File: src/rtl/wta_pkg.sv
// ---------------------------------------------------------------------------
// wta_pkg: shared types and constants of the wavetable oscillator
// Register indexes, sequencer states, datapath control and the arpeggio
// step wrap helper.
// ---------------------------------------------------------------------------
`default_nettype none

package wta_pkg;

    localparam int TABLE_DEPTH = 1024;
    localparam int TABLE_AW    = 10;
    localparam int WORD_W      = 16;
    localparam int STEP_W      = 3;
    localparam int CFG_IDX_W   = 3;
    localparam int CFG_DATA_W  = 64;

    localparam logic [CFG_IDX_W-1:0] REG_PHASE_STEP      = 3'd0;
    localparam logic [CFG_IDX_W-1:0] REG_SAMPLE_MASK     = 3'd1;
    localparam logic [CFG_IDX_W-1:0] REG_STEP_DURATION   = 3'd2;
    localparam logic [CFG_IDX_W-1:0] REG_VIBRATO_DEPTH   = 3'd3;
    localparam logic [CFG_IDX_W-1:0] REG_PATTERN_LENGTH  = 3'd4;
    localparam logic [CFG_IDX_W-1:0] REG_PATTERN_FACTORS = 3'd5;
    localparam logic [CFG_IDX_W-1:0] REG_PATTERN_SHIFTS  = 3'd6;

    localparam logic OP_SAMPLE = 1'b0;
    localparam logic OP_WRITE  = 1'b1;

    typedef enum logic [4:0] {
        S_IDLE = 5'b00001,
        S_MUL1 = 5'b00010,
        S_MUL2 = 5'b00100,
        S_MUL3 = 5'b01000,
        S_DONE = 5'b10000
    } state_t;

    typedef struct packed {
        logic ld_prod1;
        logic ld_incr;
        logic ld_prod2;
    } incr_ctl_t;

    // (val mod len) for val <= 8 and 1 <= len <= 8
    function automatic logic [STEP_W-1:0] step_wrap(input logic [3:0] val,
                                                    input logic [3:0] len);
        logic [3:0] r;
        r = val;
        for (int i = 0; i < 8; i++) begin
            if (r >= len) begin
                r = r - len;
            end
        end
        return r[STEP_W-1:0];
    endfunction

endpackage

`default_nettype wire

File: src/rtl/wta_incr.sv
// ---------------------------------------------------------------------------
// wta_incr: phase increment datapath
// Three registered multiply steps: lfo times coarse phase step, times vibrato
// depth (plus base step), times arpeggio factor, then the step's right shift.
// ---------------------------------------------------------------------------
`default_nettype none

module wta_incr (
    input  wire logic               clk,
    input  wire wta_pkg::incr_ctl_t ctl,
    input  wire logic signed [15:0] lfo,
    input  wire logic [31:0]        phase_step,
    input  wire logic [7:0]         depth,
    input  wire logic [7:0]         factor,
    input  wire logic [3:0]         shift,
    output logic [31:0]             incr
);

    logic signed [28:0] lfo_ext;
    logic signed [28:0] coarse_ext;
    logic signed [28:0] prod1_next;
    logic signed [28:0] prod1_reg;
    logic [31:0]        prod1_32;
    logic [31:0]        vib_raw;
    logic [31:0]        vib;
    logic [31:0]        incr_next;
    logic [31:0]        incr_reg;
    logic [31:0]        prod2_next;
    logic [31:0]        prod2_reg;

    assign lfo_ext    = 29'(lfo);
    assign coarse_ext = 29'({1'b0, phase_step[31:20]});
    assign prod1_next = lfo_ext * coarse_ext;

    // low 32 bits of the product do not depend on operand signedness
    assign prod1_32   = 32'(prod1_reg);
    assign vib_raw    = prod1_32 * {24'b0, depth};
    assign vib        = 32'($signed(vib_raw) >>> 8);
    assign incr_next  = phase_step + vib;
    assign prod2_next = incr_reg * {24'b0, factor};

    always_ff @(posedge clk)
    begin
        if (ctl.ld_prod1)
        begin
            prod1_reg <= prod1_next;
        end
        if (ctl.ld_incr)
        begin
            incr_reg <= incr_next;
        end
        if (ctl.ld_prod2)
        begin
            prod2_reg <= prod2_next;
        end
    end

    assign incr = prod2_reg >> shift;

endmodule

`default_nettype wire

File: config.mk
export PLATFORM = sky130hd
export DESIGN_NAME = wta_incr
export DESIGN_NICKNAME = d
export VERILOG_FILES = /design/src/rtl/wta_pkg.sv /design/src/rtl/wta_incr.sv
export SDC_FILE = /design/constraint.sdc
export NUM_CORES = 2
export LEC_CHECK = 0
export BUFFER_PORTS_ARGS = -buffer_cell sky130_fd_sc_hd__buf_2
export CORE_ASPECT_RATIO = 0.7
export CORE_MARGIN = 5
export CORE_UTILIZATION = 30
export DETAILED_ROUTE_END_ITERATION = 8
export PLACE_DENSITY = 0.44
export SLEW_MARGIN = 5
export SYNTH_ARGS = -nofsm -noshare
export SYNTH_HDL_FRONTEND = slang
export SYNTH_SLANG_ARGS = --single-unit
export TNS_END_PERCENT = 30
File: constraint.sdc
create_clock -name clk -period 16.5 [get_ports clk]
set_clock_uncertainty 0.15 [all_clocks]
set_input_delay 3.3 -clock clk [delete_from_list [all_inputs] [get_ports clk]]
set_output_delay 3.3 -clock clk [all_outputs]
set_load 0.01 [all_outputs]
==> results.sh <==
export IMPL_fin_setup_tns_ns=0
export IMPL_viasPerCell=4.66
export IMPL_synth_fp_nets=3416
export IMPL_yosys_warnings=0
export IMPL_drv_slew=0
export IMPL_core_rowCount=88
export IMPL_wl_met1_um=34000
export IMPL_synth_top_area_cell="fa_1"
export IMPL_path_max_fanout=30
export IMPL_synth_cell_type_count=69
export IMPL_hold_ws_ns=0.742
export IMPL_grt_max_degree=47
export IMPL_min_delay_path_depth=1
export IMPL_cts_htree_levels=3
export IMPL_synth_main_ff_cell="edfxtp_1"
export IMPL_cts_buffer_depth=2
export IMPL_clk_transition_reported_paths_ns=0.07
export IMPL_ctsRootBufferMaster="clkbuf_16"
export IMPL_gp_congestion=0.834
export IMPL_setup_viol=0
export IMPL_yosysMostFrequentCell="fa_1"
export IMPL_met2_length_um=27700
export IMPL_ys_ff_latch=93
export IMPL_num_vias=17800
export IMPL_final_util=0.327
export IMPL_netlist_area_um2=25200
export IMPL_synth_edff_count=93
export IMPL_tightest_slew_ns=1.16
export IMPL_fin_crit_sh=0.662
export IMPL_hold_buffers=0
export IMPL_io_buffers=103
export IMPL_maxSlewHeadroom=0.221
export IMPL_cts_resized=0
export IMPL_synth_seq_area_share=0.111
export IMPL_grt_pass1_vias=19700
export IMPL_die_h_um=252
export IMPL_status="complete, no violations"
export IMPL_globalRouteTotalUtil=0.151
export IMPL_cts_tree="built"
export IMPL_critPathBufInv=4
export IMPL_final_antenna_net_count=0
export IMPL_boundaryPins=104
export IMPL_async_reset_ff_frac=0
export IMPL_hp_class="register to register"
export IMPL_synth_common_cells="490 x fa_1, 478 x inv_1, 380 x and2_1"
export IMPL_area_growth_syn_to_layout_pct=7.51
export IMPL_crit_arrival_ns=10.91
export IMPL_num_fill_cells=8637
export IMPL_synthTopCellsByArea="fa_1 39%, edfxtp_1 11%, and2_1 9.4%, ha_1 9.0%, inv_1 7.1%"
export IMPL_cpMostUsedCell="fa_1"
export IMPL_hpwl_um=53900
export IMPL_synth_cells=2672
export IMPL_firstDrtPassIters=5
export IMPL_grt_ovfl_total=0
export IMPL_drc=0
export IMPL_highest_layer="met4"
export IMPL_start_kind="input port"
export IMPL_wl_met3_um=2910
export IMPL_finalHoldViolations=0
export IMPL_reg2regPathDepth=29
export IMPL_diodes=0
export IMPL_dieArea_um2=90000
export IMPL_rsz0062_at_grt="false"
export IMPL_grt_antenna_before_repair=3
export IMPL_drt_iter0_drc=752
export IMPL_cts_buffers=9
export IMPL_post_cts_setup_buffers=0
export IMPL_die_w_um=356
export IMPL_post_synth_cell_area_avg_um2=9.43
export IMPL_clk_insertion_delay_late_ns=0.38
export IMPL_path_class="input port to register"
export IMPL_final_min_clock_period_ns=10.92
export IMPL_cpLargestDelayFamily="adder cells"
export IMPL_required_ns=16.49
export IMPL_fmaxAchievable_mhz=91.5
export IMPL_fin_area_um2=27100
export IMPL_initial_core_util=0.304
export IMPL_cp_slowest_stage_delay_ns=0.52
export IMPL_cts_num_sinks=93
export IMPL_netlist_area_leader_share=0.389
export IMPL_post_drt_wl_per_cell_um=17.0
export IMPL_wl_um=65300
export IMPL_path_depth=30
export IMPL_layout_drive_gt1_share=0.0592
export IMPL_coreArea_um2=82800
export IMPL_grt_first_pass_wirelength_um=109000
export IMPL_drv_cap=0
export IMPL_end_kind="register"
export IMPL_placedInstanceArea_um2=26800
export IMPL_cpMaxStageDelayCell="fa_1"
export IMPL_nets=3442
-- worst paths after layout --
check	start	end	slack [ns]
setup / recovery	depth[2]	incr_reg[30]	5.58
hold / removal	incr_reg[0]	prod2_reg[0]	0.74
setup reg to reg	prod1_reg[8]	incr_reg[30]	8.28
hold reg to reg	incr_reg[0]	prod2_reg[0]	0.74
-- stage by stage --
stage                     cells  worst slack [ns]
after floorplan            2672              6.30
after global placement     3812              5.27
after detailed placement   3812              5.22
after CTS                  3828              5.60
after global routing       3828              5.11
final                      3828              5.58
-- metal layers --
layer / up-vias / track usage
li1: 8357 / -
met1: 9106 / 0.228
met2: 313 / 0.230
met3: 50 / 0.0265
met4: 0 / 0.0194
met5: - / 0
-- cell families after synthesis --
family,count (synthesis),share of synthesized area
simple gates,882,0.179
fa+ha+maj,672,0.480
buf+inv,568,0.0847
compound gates,287,0.0757
xor+xnor,123,0.0428
flops,93,0.111
mux,47,0.0270
-- area by class of cell --
class / instances / area [um2] / share of cell area
tap: 1125 / 1410 / 0.0520
clock inverter: 7 / 72.6 / 0.00268
clock buffer: 9 / 225 / 0.00832
inverter: 479 / 1800 / 0.0664
multi-input combinational: 2011 / 20300 / 0.748
sequential: 93 / 2790 / 0.103
timing repair buffer: 104 / 523 / 0.0193
-- worst reg2reg max path: cells and delay by family (launching register included) --
kind | cells | cell delay [ns]
xor gates and xnor gates | 2 | 0.20
AOI/OAI and AO/OA | 10 | 2.37
and+or+nand+nor | 8 | 1.75
adders and majority gates | 6 | 2.76
DFF | 1 | 0.59
buffers and inverters | 3 | 0.17
-- placed cells by master (no fill, tap or decap), drive strengths merged, types with 13 or more instances in the layout --
cell    instances
fa            490
inv           480
and2          380
nand2         321
ha            182
buf           104
a21oi          99
edfxtp         93
xnor2          90
nor2           75
o21ai          40
a21o           39
xor2           33
o21a           25
nor3           25
mux2i          23
nor2b          20
nand3          18
mux4           16
a211oi         15
nand2b         13
Power is left out: the tool's default activity adds up to more than one toggle a clock period on the data nets, which glitch-free logic cannot reach.
